File: src/rtl/core/lst_pkg.sv
// Package for the peer link statistics table: sizes, codes, shared types.
// Depends on nothing; used by every module under rtl/core.
package lst_pkg;

  localparam int PEERS       = 16;
  localparam int EWMA_SCALE  = 100;
  localparam int ETX_DIVISOR = 128;
  localparam int RING_DEPTH  = 4;

  localparam int IDX_W   = (PEERS > 1) ? $clog2(PEERS) : 1;
  localparam int CNT_W   = $clog2(PEERS + 1);
  localparam int ENT_W   = $clog2(PEERS + 1);
  localparam int RP_W    = $clog2(RING_DEPTH);
  localparam int SCALE_W = $clog2(EWMA_SCALE + 1);
  localparam int ALPHA_W = 7;
  localparam int WCMP_W  = (ALPHA_W > SCALE_W) ? ALPHA_W : SCALE_W;
  localparam int SUM_W   = 16 + SCALE_W;
  localparam int ENTRY_W = 4;

  // Reciprocal of the scale, rounded up, exact for every weighted sum
  localparam int     REC_SH = SUM_W + SCALE_W;
  localparam longint REC_M  = ((64'd1 << REC_SH) + EWMA_SCALE - 1) / EWMA_SCALE;
  localparam int     REC_W  = $clog2(REC_M + 1);
  localparam int     PROD_W = SUM_W + REC_W;

  // Event kinds
  localparam logic [1:0] KIND_RECORD = 2'd0;
  localparam logic [1:0] KIND_TXSTAT = 2'd1;
  localparam logic [1:0] KIND_RX     = 2'd2;

  // Register indexes
  localparam logic [1:0] REG_ALPHA   = 2'd0;
  localparam logic [1:0] REG_ETX_INI = 2'd1;
  localparam logic [1:0] REG_PENALTY = 2'd2;

  typedef enum logic [1:0] {
    ST_EXISTING = 2'd0,
    ST_NEW      = 2'd1,
    ST_FULL     = 2'd2,
    ST_NONE     = 2'd3
  } status_t;

  typedef enum logic [3:0] {
    S_IDLE, S_DISP, S_KEY, S_RD, S_RDW, S_OP, S_E1W, S_E2W, S_DONE
  } state_t;

  typedef struct packed {
    logic             done;
    status_t          status;
    logic [IDX_W-1:0] slot;
  } key_res_t;

  typedef struct packed {
    logic [15:0] etx;
    logic [7:0]  rssi;
    logic [7:0]  lqi;
    logic [31:0] rx;
    logic [31:0] tx;
    logic [31:0] fail;
  } stat_rec_t;

endpackage

File: src/rtl/core/peer_link_stats_table_core.sv
// Top level of the peer link statistics table: sequencer, statistics memory,
// pending ring. Depends on lst_pkg, lst_keys and lst_ewma.
//
//  channel | direction | handshake             | words
//  in      | input     | in_valid / in_ready   | one event
//  out     | output    | out_valid / out_ready | one result per event
//  cfg     | input     | cfg_valid / cfg_ready | register index and data
//
// One event at a time. A lookup scans the key memory, one used entry after
// another; the statistics memory read is registered; each moving average is
// a weighted sum, then a reciprocal multiply, run once for transmit status
// with a nonzero count, twice for a receive report after the first. Reset
// clears all entries via the fill count. A waiting result holds only the
// final step; the next word is taken meanwhile. Configuration is always ready.
module peer_link_stats_table_core (
  input  logic        clk,
  input  logic        rst,
  input  logic        in_valid,
  output logic        in_ready,
  input  logic [1:0]  kind,
  input  logic [63:0] peer_address,
  input  logic [3:0]  addr_length,
  input  logic [5:0]  success_count,
  input  logic [5:0]  failure_count,
  input  logic [7:0]  rssi,
  input  logic [7:0]  lqi,
  output logic        out_valid,
  input  logic        out_ready,
  output logic [1:0]  status,
  output logic [3:0]  entry_index,
  output logic [15:0] etx_value,
  output logic [7:0]  avg_rssi,
  output logic [7:0]  avg_lqi,
  output logic [31:0] rx_total,
  output logic [31:0] tx_total,
  output logic [31:0] tx_fail_total,
  input  logic        cfg_valid,
  output logic        cfg_ready,
  input  logic [1:0]  cfg_index,
  input  logic [6:0]  cfg_data
);

  lst_pkg::state_t             state, state_next;
  lst_pkg::status_t            st;
  lst_pkg::key_res_t           key_res;
  lst_pkg::stat_rec_t          rec, stat_q, init_rec;
  lst_pkg::stat_rec_t          stats [lst_pkg::PEERS];

  logic [6:0]                  ewma_alpha;
  logic [4:0]                  etx_initial;
  logic [4:0]                  noack_penalty;

  logic [1:0]                  kind_r;
  logic [63:0]                 addr_r;
  logic [3:0]                  len_r;
  logic [5:0]                  succ_r, fail_r;
  logic [7:0]                  rssi_r, lqi_r;

  logic [lst_pkg::IDX_W-1:0]   slot;
  logic                        is_new;
  logic [lst_pkg::ENT_W-1:0]   ring [lst_pkg::RING_DEPTH];
  logic [lst_pkg::RP_W-1:0]    wp, rp;
  logic [lst_pkg::ENT_W-1:0]   pop_ent;
  logic                        pop_ok;
  logic                        push_en;
  logic [lst_pkg::ENT_W-1:0]   push_val;
  logic                        pop_en;

  logic                        key_start;
  logic                        ew_start;
  logic                        ew_done;
  logic [15:0]                 ew_old, ew_sample, ew_res;
  logic [16:0]                 etx_sample;
  logic [lst_pkg::SCALE_W-1:0] wt;
  logic                        stat_rd, stat_we, out_load;
  logic                        out_free;
  logic                        has_entry;

  assign cfg_ready = 1'b1;
  assign in_ready  = (state == lst_pkg::S_IDLE);
  assign out_free  = !out_valid || out_ready;
  assign has_entry = (st == lst_pkg::ST_EXISTING) || (st == lst_pkg::ST_NEW);

  // configuration registers
  always_ff @(posedge clk) begin
    if (rst) begin
      ewma_alpha    <= 7'd15;
      etx_initial   <= 5'd2;
      noack_penalty <= 5'd6;
    end else if (cfg_valid && cfg_ready) begin
      case (cfg_index)
        lst_pkg::REG_ALPHA:   ewma_alpha    <= cfg_data;
        lst_pkg::REG_ETX_INI: etx_initial   <= cfg_data[4:0];
        lst_pkg::REG_PENALTY: noack_penalty <= cfg_data[4:0];
        default: ;
      endcase
    end
  end

  // weight saturated to the scale
  assign wt = (lst_pkg::WCMP_W'(ewma_alpha) > lst_pkg::WCMP_W'(lst_pkg::EWMA_SCALE)) ?
              lst_pkg::SCALE_W'(lst_pkg::EWMA_SCALE) : lst_pkg::SCALE_W'(ewma_alpha);

  // record of a freshly claimed entry
  always_comb begin
    init_rec      = '0;
    init_rec.etx  = 16'(21'(etx_initial) * 21'(lst_pkg::ETX_DIVISOR));
  end

  // ETX sample: penalty when nothing succeeded, else twice one more than the failures
  assign etx_sample = (succ_r == 6'd0) ?
                      17'(noack_penalty) * 17'(lst_pkg::ETX_DIVISOR) :
                      (17'(fail_r) + 17'd1) * 17'(2 * lst_pkg::ETX_DIVISOR);

  // pending ring head
  assign pop_ent = ring[rp];
  assign pop_ok  = (pop_ent != '0) && (pop_ent <= lst_pkg::ENT_W'(lst_pkg::PEERS));

  lst_keys u_keys (
    .clk   (clk),
    .rst   (rst),
    .start (key_start),
    .addr  (addr_r),
    .len   (len_r),
    .res   (key_res)
  );

  lst_ewma u_ewma (
    .clk       (clk),
    .rst       (rst),
    .start     (ew_start),
    .old_value (ew_old),
    .sample    (ew_sample),
    .wt        (wt),
    .done      (ew_done),
    .result    (ew_res)
  );

  // sequencer next state and strobes
  always_comb begin
    state_next = state;
    key_start  = 1'b0;
    ew_start   = 1'b0;
    ew_old     = rec.etx;
    ew_sample  = etx_sample[15:0];
    stat_rd    = 1'b0;
    stat_we    = 1'b0;
    out_load   = 1'b0;
    push_en    = 1'b0;
    push_val   = '0;
    pop_en     = 1'b0;
    case (state)
      lst_pkg::S_IDLE: begin
        if (in_valid) state_next = lst_pkg::S_DISP;
      end
      lst_pkg::S_DISP: begin
        case (kind_r)
          lst_pkg::KIND_RECORD: begin
            if (len_r == 4'd0) begin
              push_en    = 1'b1;
              state_next = lst_pkg::S_DONE;
            end else begin
              key_start  = 1'b1;
              state_next = lst_pkg::S_KEY;
            end
          end
          lst_pkg::KIND_TXSTAT: begin
            pop_en     = 1'b1;
            state_next = pop_ok ? lst_pkg::S_RD : lst_pkg::S_DONE;
          end
          lst_pkg::KIND_RX: begin
            if (len_r == 4'd0) begin
              state_next = lst_pkg::S_DONE;
            end else begin
              key_start  = 1'b1;
              state_next = lst_pkg::S_KEY;
            end
          end
          default: state_next = lst_pkg::S_DONE;
        endcase
      end
      lst_pkg::S_KEY: begin
        if (key_res.done) begin
          if (kind_r == lst_pkg::KIND_RECORD) begin
            push_en = 1'b1;
            if (key_res.status != lst_pkg::ST_FULL)
              push_val = lst_pkg::ENT_W'(key_res.slot) + 1'b1;
          end
          state_next = (key_res.status == lst_pkg::ST_FULL) ? lst_pkg::S_DONE : lst_pkg::S_RD;
        end
      end
      lst_pkg::S_RD: begin
        stat_rd    = 1'b1;
        state_next = lst_pkg::S_RDW;
      end
      lst_pkg::S_RDW: state_next = lst_pkg::S_OP;
      lst_pkg::S_OP: begin
        state_next = lst_pkg::S_DONE;
        if (kind_r == lst_pkg::KIND_TXSTAT) begin
          if ((succ_r != 6'd0) || (fail_r != 6'd0)) begin
            ew_start   = 1'b1;
            state_next = lst_pkg::S_E1W;
          end
        end else if (kind_r == lst_pkg::KIND_RX) begin
          if (rec.rx != 32'd0) begin
            ew_old     = 16'(rec.rssi);
            ew_sample  = 16'(rssi_r);
            ew_start   = 1'b1;
            state_next = lst_pkg::S_E1W;
          end
        end
      end
      lst_pkg::S_E1W: begin
        if (ew_done) begin
          if (kind_r == lst_pkg::KIND_RX) begin
            ew_old     = 16'(rec.lqi);
            ew_sample  = 16'(lqi_r);
            ew_start   = 1'b1;
            state_next = lst_pkg::S_E2W;
          end else begin
            state_next = lst_pkg::S_DONE;
          end
        end
      end
      lst_pkg::S_E2W: begin
        if (ew_done) state_next = lst_pkg::S_DONE;
      end
      lst_pkg::S_DONE: begin
        if (out_free) begin
          out_load   = 1'b1;
          stat_we    = has_entry;
          state_next = lst_pkg::S_IDLE;
        end
      end
      default: state_next = lst_pkg::S_IDLE;
    endcase
  end

  // control state: sequencer, ring, output valid
  always_ff @(posedge clk) begin
    if (rst) begin
      state     <= lst_pkg::S_IDLE;
      wp        <= '0;
      rp        <= '0;
      out_valid <= 1'b0;
      for (int i = 0; i < lst_pkg::RING_DEPTH; i++) ring[i] <= '0;
    end else begin
      state <= state_next;
      if (push_en) begin
        ring[wp] <= push_val;
        wp       <= (wp == lst_pkg::RP_W'(lst_pkg::RING_DEPTH - 1)) ? '0 : wp + 1'b1;
      end
      if (pop_en)
        rp <= (rp == lst_pkg::RP_W'(lst_pkg::RING_DEPTH - 1)) ? '0 : rp + 1'b1;
      if (out_load) out_valid <= 1'b1;
      else if (out_ready) out_valid <= 1'b0;
    end
  end

  // statistics memory, registered read
  always_ff @(posedge clk) begin
    if (stat_rd) stat_q <= stats[slot];
    if (stat_we) stats[slot] <= rec;
  end

  // working registers of the current event
  always_ff @(posedge clk) begin
    if (in_valid && in_ready) begin
      kind_r <= kind;
      addr_r <= peer_address;
      len_r  <= addr_length;
      succ_r <= success_count;
      fail_r <= failure_count;
      rssi_r <= rssi;
      lqi_r  <= lqi;
    end
    case (state)
      lst_pkg::S_DISP: begin
        is_new <= 1'b0;
        st     <= ((kind_r == lst_pkg::KIND_TXSTAT) && pop_ok) ?
                  lst_pkg::ST_EXISTING : lst_pkg::ST_NONE;
        if ((kind_r == lst_pkg::KIND_TXSTAT) && pop_ok)
          slot <= lst_pkg::IDX_W'(pop_ent - 1'b1);
      end
      lst_pkg::S_KEY: begin
        if (key_res.done) begin
          st     <= key_res.status;
          slot   <= key_res.slot;
          is_new <= (key_res.status == lst_pkg::ST_NEW);
        end
      end
      lst_pkg::S_RDW: rec <= is_new ? init_rec : stat_q;
      lst_pkg::S_OP: begin
        if (kind_r == lst_pkg::KIND_TXSTAT) begin
          rec.tx   <= rec.tx + 32'(succ_r) + 32'(fail_r);
          rec.fail <= rec.fail + 32'(fail_r);
        end else if ((kind_r == lst_pkg::KIND_RX) && (rec.rx == 32'd0)) begin
          rec.rssi <= rssi_r;
          rec.lqi  <= lqi_r;
          rec.rx   <= 32'd1;
        end
      end
      lst_pkg::S_E1W: begin
        if (ew_done) begin
          if (kind_r == lst_pkg::KIND_RX) rec.rssi <= ew_res[7:0];
          else rec.etx <= ew_res;
        end
      end
      lst_pkg::S_E2W: begin
        if (ew_done) begin
          rec.lqi <= ew_res[7:0];
          rec.rx  <= rec.rx + 32'd1;
        end
      end
      default: ;
    endcase
    // result word, entry fields zero when no entry was used
    if (out_load) begin
      status        <= st;
      entry_index   <= has_entry ? lst_pkg::ENTRY_W'(slot) : '0;
      etx_value     <= has_entry ? rec.etx  : '0;
      avg_rssi      <= has_entry ? rec.rssi : '0;
      avg_lqi       <= has_entry ? rec.lqi  : '0;
      rx_total      <= has_entry ? rec.rx   : '0;
      tx_total      <= has_entry ? rec.tx   : '0;
      tx_fail_total <= has_entry ? rec.fail : '0;
    end
  end

`ifndef ASSERT_OFF
  a_key_done_in_key: assert property (@(posedge clk) disable iff (rst)
    key_res.done |-> state == lst_pkg::S_KEY)
    else $error("key search finished outside a lookup");

  a_ewma_done_in_wait: assert property (@(posedge clk) disable iff (rst)
    ew_done |-> (state == lst_pkg::S_E1W || state == lst_pkg::S_E2W))
    else $error("average finished outside a wait state");

  a_no_entry_zero: assert property (@(posedge clk) disable iff (rst)
    out_load && !has_entry |=> entry_index == '0 && tx_total == '0 && etx_value == '0)
    else $error("result without entry carries entry fields");

  a_load_only_when_free: assert property (@(posedge clk) disable iff (rst)
    out_load |-> (!out_valid || out_ready))
    else $error("result loaded over a waiting word");
`endif

endmodule

File: src/rtl/core/lst_keys.sv
// Address key memory with a fill count and a sequential match scan.
// Depends on lst_pkg.
module lst_keys (
  input  logic                clk,
  input  logic                rst,
  input  logic                start,
  input  logic [63:0]         addr,
  input  logic [3:0]          len,
  output lst_pkg::key_res_t   res
);

  logic [67:0]                 keys [lst_pkg::PEERS];
  logic [67:0]                 key_q;
  logic                        busy;
  logic                        pend;
  logic [lst_pkg::CNT_W-1:0]   iss;
  logic [lst_pkg::CNT_W-1:0]   fill;
  logic [lst_pkg::IDX_W-1:0]   pidx;
  logic [63:0]                 mask;
  logic                        match;
  logic                        miss;
  logic                        issue;
  logic                        claim;
  logic                        has_room;

  // byte mask of the requested length, all bytes from eight up
  always_comb begin
    if (len >= 4'd8) mask = '1;
    else mask = (64'd1 << {len[2:0], 3'b000}) - 64'd1;
  end

  assign match    = pend && (key_q[67:64] == len) && (((key_q[63:0] ^ addr) & mask) == 64'd0);
  assign miss     = busy && !pend && (iss == fill);
  assign issue    = busy && (iss < fill);
  assign has_room = fill < lst_pkg::CNT_W'(lst_pkg::PEERS);
  assign claim    = miss && has_room;

  // key memory: one read port for the scan, one write port for a claim
  always_ff @(posedge clk) begin
    if (issue) key_q <= keys[iss[lst_pkg::IDX_W-1:0]];
    if (claim) keys[fill[lst_pkg::IDX_W-1:0]] <= {len, addr & mask};
  end

  // scan control, entries below the fill count are in use
  always_ff @(posedge clk) begin
    if (rst) begin
      busy     <= 1'b0;
      pend     <= 1'b0;
      fill     <= '0;
      iss      <= '0;
      res.done <= 1'b0;
    end else begin
      res.done <= busy && !start && (match || miss);
      if (start) begin
        busy <= 1'b1;
        pend <= 1'b0;
        iss  <= '0;
      end else if (busy) begin
        pend <= issue && !match;
        pidx <= iss[lst_pkg::IDX_W-1:0];
        if (issue) iss <= iss + 1'b1;
        if (match) begin
          busy       <= 1'b0;
          res.status <= lst_pkg::ST_EXISTING;
          res.slot   <= pidx;
        end else if (miss) begin
          busy <= 1'b0;
          if (has_room) begin
            res.status <= lst_pkg::ST_NEW;
            res.slot   <= fill[lst_pkg::IDX_W-1:0];
            fill       <= fill + 1'b1;
          end else begin
            res.status <= lst_pkg::ST_FULL;
            res.slot   <= '0;
          end
        end
      end
    end
  end

endmodule

File: src/rtl/core/lst_ewma.sv
// Moving average unit: a registered weighted sum, then a multiply by the
// reciprocal of the scale in the next cycle. Depends on lst_pkg.
module lst_ewma (
  input  logic                        clk,
  input  logic                        rst,
  input  logic                        start,
  input  logic [15:0]                 old_value,
  input  logic [15:0]                 sample,
  input  logic [lst_pkg::SCALE_W-1:0] wt,
  output logic                        done,
  output logic [15:0]                 result
);

  logic [lst_pkg::SUM_W-1:0]   sum;
  logic [lst_pkg::SUM_W-1:0]   sum_q;
  logic [lst_pkg::PROD_W-1:0]  prod;
  logic                        busy;

  assign sum = lst_pkg::SUM_W'(old_value) *
               lst_pkg::SUM_W'(lst_pkg::SCALE_W'(lst_pkg::EWMA_SCALE) - wt) +
               lst_pkg::SUM_W'(sample) * lst_pkg::SUM_W'(wt);

  // divide by the scale: rounded-up reciprocal, keep the high bits
  assign prod = lst_pkg::PROD_W'(sum_q) * lst_pkg::PROD_W'(lst_pkg::REC_M);

  always_ff @(posedge clk) begin
    if (start) sum_q <= sum;
    if (busy) result <= prod[lst_pkg::REC_SH +: 16];
  end

  // two-stage pipe control
  always_ff @(posedge clk) begin
    if (rst) begin
      busy <= 1'b0;
      done <= 1'b0;
    end else begin
      busy <= start;
      done <= busy;
    end
  end

endmodule
File: config.mk
export PLATFORM = sky130hd
export DESIGN_NAME = peer_link_stats_table_core
export DESIGN_NICKNAME = d
export VERILOG_FILES = /design/src/rtl/core/lst_pkg.sv /design/src/rtl/core/peer_link_stats_table_core.sv /design/src/rtl/core/lst_keys.sv /design/src/rtl/core/lst_ewma.sv
export SDC_FILE = /design/constraint.sdc
export NUM_CORES = 2
export LEC_CHECK = 0
export BUFFER_PORTS_ARGS = -buffer_cell sky130_fd_sc_hd__buf_2
export CAP_MARGIN = 30
export CORE_ASPECT_RATIO = 1.75
export CORE_UTILIZATION = 23
export CTS_CLUSTER_SIZE = 40
export DETAILED_ROUTE_END_ITERATION = 16
export PLACE_DENSITY = 0.41
export SLEW_MARGIN = 5
export SYNTH_ARGS = -nofsm -noshare
export SYNTH_HDL_FRONTEND = slang
export SYNTH_SLANG_ARGS = --single-unit
export TNS_END_PERCENT = 50
File: constraint.sdc
create_clock -name clk -period 13 [get_ports clk]
set_input_delay 2.6 -clock clk [delete_from_list [all_inputs] [get_ports clk]]
set_output_delay 2.6 -clock clk [all_outputs]
set_load 0.05 [all_outputs]
# [After elaboration in Yosys (flattened, before gate mapping)]
# Memory sizes are Yosys's and may differ from the RTL's. A register that Yosys moved wholly into a read port is not among the register bits.
# Cells that the tools add are included.
[op_classes] n_reduce_logical=57 bitwise_logic=6 muxes=101 shifts=1 n_mul=3 n_addsub=14 order_cmp=5 eq_ne=31
[ops] op="64-bit AND" n=2
[ops] op="128-bit 2-to-1 mux" n=1
[ops] op="64-bit 2-to-1 mux" n=2
[ops] op="64-bit one-hot mux with 2 select lines" n=1
[ops] op="40-bit one-hot mux with 3 select lines" n=1
[ops] op="32-bit by 6-bit adder with 32-bit output" n=3
[ops] op="16-bit 2-to-1 mux" n=6
[ops] op="48-bit 2-to-1 mux" n=2
[ops] op="15-bit 2-to-1 mux" n=6
[ops] op="64-bit zero test" n=1
[ops] op="4-bit 2-to-1 mux" n=16
[ops] op="16-bit one-hot mux with 2 select lines" n=2
[ops] op="1-bit by 6-bit left shift with 64-bit output, first input constant" n=1
[ops] op="64-bit by 1-bit subtractor with 64-bit output, second input constant" n=1
[ops] op="64-bit bitwise XOR" n=1
[ops] op="23-bit by 24-bit multiplier with 46-bit output, second input constant" n=1
[ops] op="40-bit 2-to-1 mux" n=1
[ops] op="1-bit 2-to-1 mux" n=37
[ops] op="4-bit one-hot mux with 9 select lines" n=1
[ops] op="32-bit by 1-bit adder with 32-bit output, second input constant" n=1
[ops] op="32-bit zero test" n=1
[ops] op="32-bit nonzero test" n=1
[ops] op="15-bit one-hot mux with 2 select lines" n=1
[ops] op="5-bit 2-to-1 mux" n=5
[ops] op="other kinds (50)" n=123
[word_totals] ram_bits=3156 register_bits=457 inputBits=112 mem_count=3
[memory_table] name="stats" words=16 width=128 rd=1 rd_clocked_by_memory_dff=1 write_ports=1 line_no="peer_link_stats_table_core.sv:47" source="lst_pkg::stat_rec_t stats [lst_pkg::PEERS];"
[memory_table] name="u_keys.keys" words=16 width=68 rd=1 rd_clocked_by_memory_dff=1 write_ports=1 line_no="lst_keys.sv:12" source="logic [67:0] keys [lst_pkg::PEERS];"
[memory_table] name="ring" words=4 width=5 rd=1 rd_clocked_by_memory_dff=1 write_ports=4 line_no="peer_link_stats_table_core.sv:61" source="logic [lst_pkg::ENT_W-1:0] ring [lst_pkg::RING_DEPTH];"

# [Longest topological paths before layout]
[logic_depth] ltp_word=9 mapped_depth=39

# [Modules after synthesis]
# From an unflattened synthesis, not the netlist that was laid out.
[hier_totals] cells_unflattened=8159 area_unflattened_um2=162722.3
[modules_own_cells] module="peer_link_stats_table_core" area_each_um2=99404.1 n_inst=1 cells_each=4481 seq_area_each_um2=77524.4
[modules_own_cells] module="lst_keys" area_each_um2=45255.9 n_inst=1 cells_each=1869 seq_area_each_um2=35273.8
[modules_own_cells] module="lst_ewma" area_each_um2=18062.3 n_inst=1 cells_each=1809 seq_area_each_um2=1211.2

# [Worst setup path before layout]
# No wires, ideal clock.
[synth_path] path_type="input port to flip-flop" start="in out_ready" end="mem stats[0][0] (netlist bit), enable pin" cell_stages=4 path_slack_ns=0.305 path_buffers=0 arrival_time_ns=11.923 cell_sequence="nand2b_1 > nand2b_1 > or4_1 > nor3_1"
[synth_via] elab_chain_len=5
[synth_rtl] item="start: declaration" line_no="peer_link_stats_table_core.sv:28" source="input logic out_ready,"
[synth_rtl] item="1-bit logical OR" line_no="peer_link_stats_table_core.sv:81" source="assign out_free = !out_valid || out_ready;"
[synth_rtl] item="1-bit 2-to-1 mux" line_no="peer_link_stats_table_core.sv:229" source="if (out_free) begin"
[synth_rtl] item="1-bit 2-to-1 mux" line_no="peer_link_stats_table_core.sv:152" source="case (state)"
[synth_rtl] item="1-bit 2-to-1 mux" line_no="peer_link_stats_table_core.sv:263" source="if (stat_we) stats[slot] <= rec;"
[synth_rtl] item="1-bit 2-to-1 mux (implied by the code)" line_no="peer_link_stats_table_core.sv:263"
[synth_rtl] item="end: declaration" line_no="peer_link_stats_table_core.sv:47"
# No other way between the ends.

# [Worst setup path in the final report]
[layout_path] start="reg rec[74] (netlist bit)" end="reg u_ewma.sum_q[21] (netlist bit), data pin"
[layout_via] elab_chain_len=7
[layout_rtl] item="start: declaration" line_no="peer_link_stats_table_core.sv:46" source="lst_pkg::stat_rec_t rec, stat_q, init_rec;"
[layout_rtl] item="start signal: assignment" line_no="peer_link_stats_table_core.sv:292" source="lst_pkg::S_RDW: rec <= is_new ? init_rec : stat_q;"
[layout_rtl] item="32-bit nonzero test *" line_no="peer_link_stats_table_core.sv:205" source="if (rec.rx != 32'd0) begin"
[layout_rtl] item="16-bit 2-to-1 mux / 15-bit 2-to-1 mux (equally long branches)" line_no="peer_link_stats_table_core.sv:205"
[layout_rtl] item="16-bit 2-to-1 mux / 15-bit 2-to-1 mux (equally long branches)" line_no="peer_link_stats_table_core.sv:204" source="end else if (kind_r == lst_pkg::KIND_RX) begin"
[layout_rtl] item="16-bit 2-to-1 mux / 15-bit 2-to-1 mux (equally long branches)" line_no="peer_link_stats_table_core.sv:199" source="if (kind_r == lst_pkg::KIND_TXSTAT) begin"
[layout_rtl] item="16-bit one-hot mux with 2 select lines / 15-bit one-hot mux with 2 select lines (equally long branches)" line_no="peer_link_stats_table_core.sv:152"
[layout_rtl] item="16-bit by 23-bit multiplier with 23-bit output / 15-bit by 7-bit multiplier with 22-bit output (equally long branches)" line_no="lst_ewma.sv:19, lst_ewma.sv:21"
[layout_rtl] item="23-bit adder *" line_no="lst_ewma.sv:20" source="lst_pkg::SUM_W'(lst_pkg::SCALE_W'(lst_pkg::EWMA_SCALE) - wt) +"
[layout_rtl] item="named net u_ewma.sum (one bit)" line_no="lst_ewma.sv:14" source="logic [lst_pkg::SUM_W-1:0] sum;"
[layout_rtl] item="end signal: assignment" line_no="lst_ewma.sv:27" source="if (start) sum_q <= sum;"
[layout_rtl] item="end: declaration" line_no="lst_ewma.sv:15" source="logic [lst_pkg::SUM_W-1:0] sum_q;"
# Mark *: on every way through the listed nets, which the timed path passes. The rest lies on a longest branch.
# A chain may end at the register's enable or synchronous reset.

==> results by group <==
Run status
  • Run status: completed

STA
  • Pin slew with the least headroom to its limit: 1026 ps
  • Max Transition Viols Final: 0
  • Crit path time final: between 10000 and 15000 ps
  • Fin worst setup slack: between 2000 and 2500 ps
  • Relative slew margins: between 30% and 40%
  • Post-route clock period utilization: between 80% and 90%
  • RSZ-0062 raised after global routing: no
  • Hold Worst Slack: around 460 ps
  • Final number of setup-violating endpoints: 0
  • Final TNS setup: 0 ps
  • Clock skew: 169.4 ps
  • Max Freq: ~90 MHz
  • Final Hold Vio Count: 0

Critical path
  • CP max stage delay: between 600 and 700 ps
  • Crit. End Element: flip-flop
  • CP startpoint: rec[74]$_DFFE_PP_
  • R2r setup slk: 2070 ps
  • Crit path launch type: flip-flop
  • Worst setup path category: flip-flop to flip-flop
  • CP required: about 14000 ps
  • Reg-to-reg critical path endpoint: u_ewma.sum_q[21]$_DFFE_PP_
  • Crit path max-delay cell type: edfxtp_1
  • Crit path DAT: ~12000 ps
  • Most frequent cell on the critical path: fa_1
  • R2R depth: 35
  • Critical R2R Launch: rec[74]$_DFFE_PP_
  • Crit path max fanout: 23

Detailed routing
  • Via Count: 79170
  • Post-route DRC: 0
  • DRT antenna net count: 0
  • DRT iter0 DRCs: 5470
  • First-pass detailed-route iteration total: 7
  • Vias/cell: approximately 4.3
  • Wirelength, routed: ~480000 um
  • Wire length per cell: 25.80 um

Floorplan
  • Row cnt: between 400 and 500
  • Top-level I/O count: roughly 250
  • Core region area: 706000 um^2
  • Horiz. Die Dim: 638.7 um
  • Chip height: 1116 um
  • Starting Density: between 20% and 30%
  • DIE AREA: around 700000 um^2

Synthesis
  • Syn Inst Count: around 8300
  • Top_reg_cell synth: edfxtp_1
  • Syn Area/Cell: ~20 um^2
  • Post-synthesis adder-cell area fraction: slightly above 8%
  • Top cells by count, synth: 3768 x edfxtp_1, 985 x mux4_2, 630 x inv_1, 432 x fa_1, 367 x ha_1
  • Top-count cell post-synth: edfxtp_1
  • Ranking of synthesized cells by area: edfxtp_1 69%, mux4_2 14%, fa_1 5.3%
  • Post-synth ARST share: 0%
  • Synth Register Bits: 3811
  • Synth Warn #: 0
  • Number of synthesized flops with an enable pin: between 3000 and 4000
  • Largest family of logic cells by synthesized area: multiplexers
  • Share of the synthesized area in the top cell type: around 69%
  • Cell area after synthesis: between 150000 and 200000 um^2
  • Cell taking the most area after synthesis: edfxtp_1
  • Synth Area in Simple Gates: under 10%
  • Mux cell area share after synthesis: between 10% and 20%
  • Synth Area in XOR/XNOR: 1.256%
  • Distinct cells, synth: 86
  • Synth Area in Compound Gates: under 10%
  • Post-synthesis sequential area ratio: 69.88%

Final layout
  • Ratio of cells with drive above 1 in the final layout: between 20% and 30%
  • Final instance area: about 190000 um^2
  • Non-Filler Instances: about 19000
  • Synthesis-to-finish area growth: 16.41%
  • Final #Nets: around 9800

Global route
  • GRT Total Usage: 13.36%
  • Global-route wire length before repair: roughly 680000 um
  • Gr ovfl total: 0
  • Largest net degree at the start of global routing: between 100 and 150
  • Vias in the first global route: roughly 88000
  • Initial antenna violation count: 23

CTS
  • Clock latency on the worst-skew pair: roughly 1100 ps
  • CTS tree: built
  • Total CTS buffers: 395
  • CTS clk-pin slew, worst paths: around 70 ps
  • CTS Buffer Depth: 5
  • Clock Sinks: 3811
  • CTS resizes: 0
  • Post-CTS Setup Bufs: 0
  • CTS root buf: clkbuf_16
  • H-tree lvl count: 5
  • # hold bufs at CTS: 0

Place
  • Port bufs: 247
  • Dpl cells: 17870
  • DP Area: ~180000 um^2
  • Post-Place Setup Slack: ~2100 ps
  • RePlAce Congestion: around 0.79
  • HPWL reported at the end of detailed placement: around 280000 um

Power
  • Clk pwr share: between 30% and 40%
  • Peak supply drop: roughly 500 uV
  • Logic gate share of total power: around 22%
  • Internal Power: roughly 0.023 W
  • Leakage: ~62 nW
  • Seq pwr share: 43.6%
  • Switching power: roughly 0.0090 W
  • Cell area power density: 170.5 nW/um^2
  • Net Sw Frac: between 20% and 30%

Hold path
  • Min-delay src: st[0]$_DFFE_PP_
  • Hold Crit Depth: 0
  • Worst Hold Class: flip-flop to flip-flop
  • Hold EP: status[0]$_DFFE_PP_

Flow run
  • Maxcap violations: 0
-- placed cells by master, fill, tap and decap left out, types with 130 or more instances in the layout --
cell and count:
nor2b_1 199, buf_4 197, mux4_2 985, fa_1 432, buf_2 248, nand2_1 244, ha_1 367, nor2_1 214
inv_1 629, edfxtp_1 3768, clkbuf_16 397, xnor2_1 130
-- how the worst max path moves through the flow --
stage,to,slack [ps],depth (start not counted)
2_1_floorplan,stats[0][0]$_DFFE_PP_,310,4
3_3_place_gp,u_ewma.sum_q[21]$_DFFE_PP_,1950,35
3_5_place_dp,u_ewma.sum_q[21]$_DFFE_PP_,2090,35
4_1_cts,u_ewma.sum_q[21]$_DFFE_PP_,1880,35
5_1_grt,u_ewma.sum_q[21]$_DFFE_PP_,1470,35
6_report,u_ewma.sum_q[21]$_DFFE_PP_,2070,35
-- layer usage --
layer  GRT usage, %  vias to the layer above  part of all wire (%)
met4          3.778                        4                   2.7
met5              0                        -                0.0044
met2          25.29                     1603                    55
met3          1.828                      580                   3.6
li1               -                    33480                     -
met1          15.54                    43500                    39
-- layout make-up --
class / count / area, um^2
fillers: 70620 / 516100
flip-flops and latches: 3811 / 114000
multi-input cells: 3536 / 46000
well taps: 9430 / 11800
clock buffers: 485 / 10270
repair buffers: 481 / 3511
inverters: 632 / 2382
clock inverters: 211 / 1933
diodes: 5 / 12.51
-- stage by stage --
stage                     util [%]  total power [W]
after floorplan                  -          0.01977
after global placement       25.09          0.02162
after detailed placement     25.13          0.02155
after CTS                    26.86          0.03293
after global routing         26.90          0.03422
final                        26.90          0.03239
-- state kept, by name, indices dropped and copies added (netlist names), 23 cells and up, named ones only --
register       flops
stats           2048
u_keys.keys     1088
rec              128
stat_q           128
u_keys.key_q      68
addr_r            64
rx_total          32
tx_fail_total     32
tx_total          32
u_ewma.sum_q      23
-- worst max-delay path: cells and delay by family (launching register included) --
family          cells  cell delay, ps
fa+ha+maj          10            4370
compound gates      8            2260
buf+inv             7             550
flops               1             690
simple gates        8            2360
xor+xnor            2             230
-- cells by family after synthesis --
family | Yosys count
compound gates | 360
xor+xnor | 234
fa+ha+maj | 799
buf+inv | 965
flops | 3811
mux | 1015
other cells | 2
simple gates | 1084
-- power groups by stage --
stage,combinational (W),clock (W),sequential (W)
finish,0.00719,0.0111,0.0141
global route,0.00826,0.0118,0.0141
CTS,0.00735,0.0115,0.0141
detailed placement,0.00718,0,0.0144
global placement,0.00725,0,0.0144
floorplan,0.00540,0,0.0144
(Power assumes the default switching activity.)
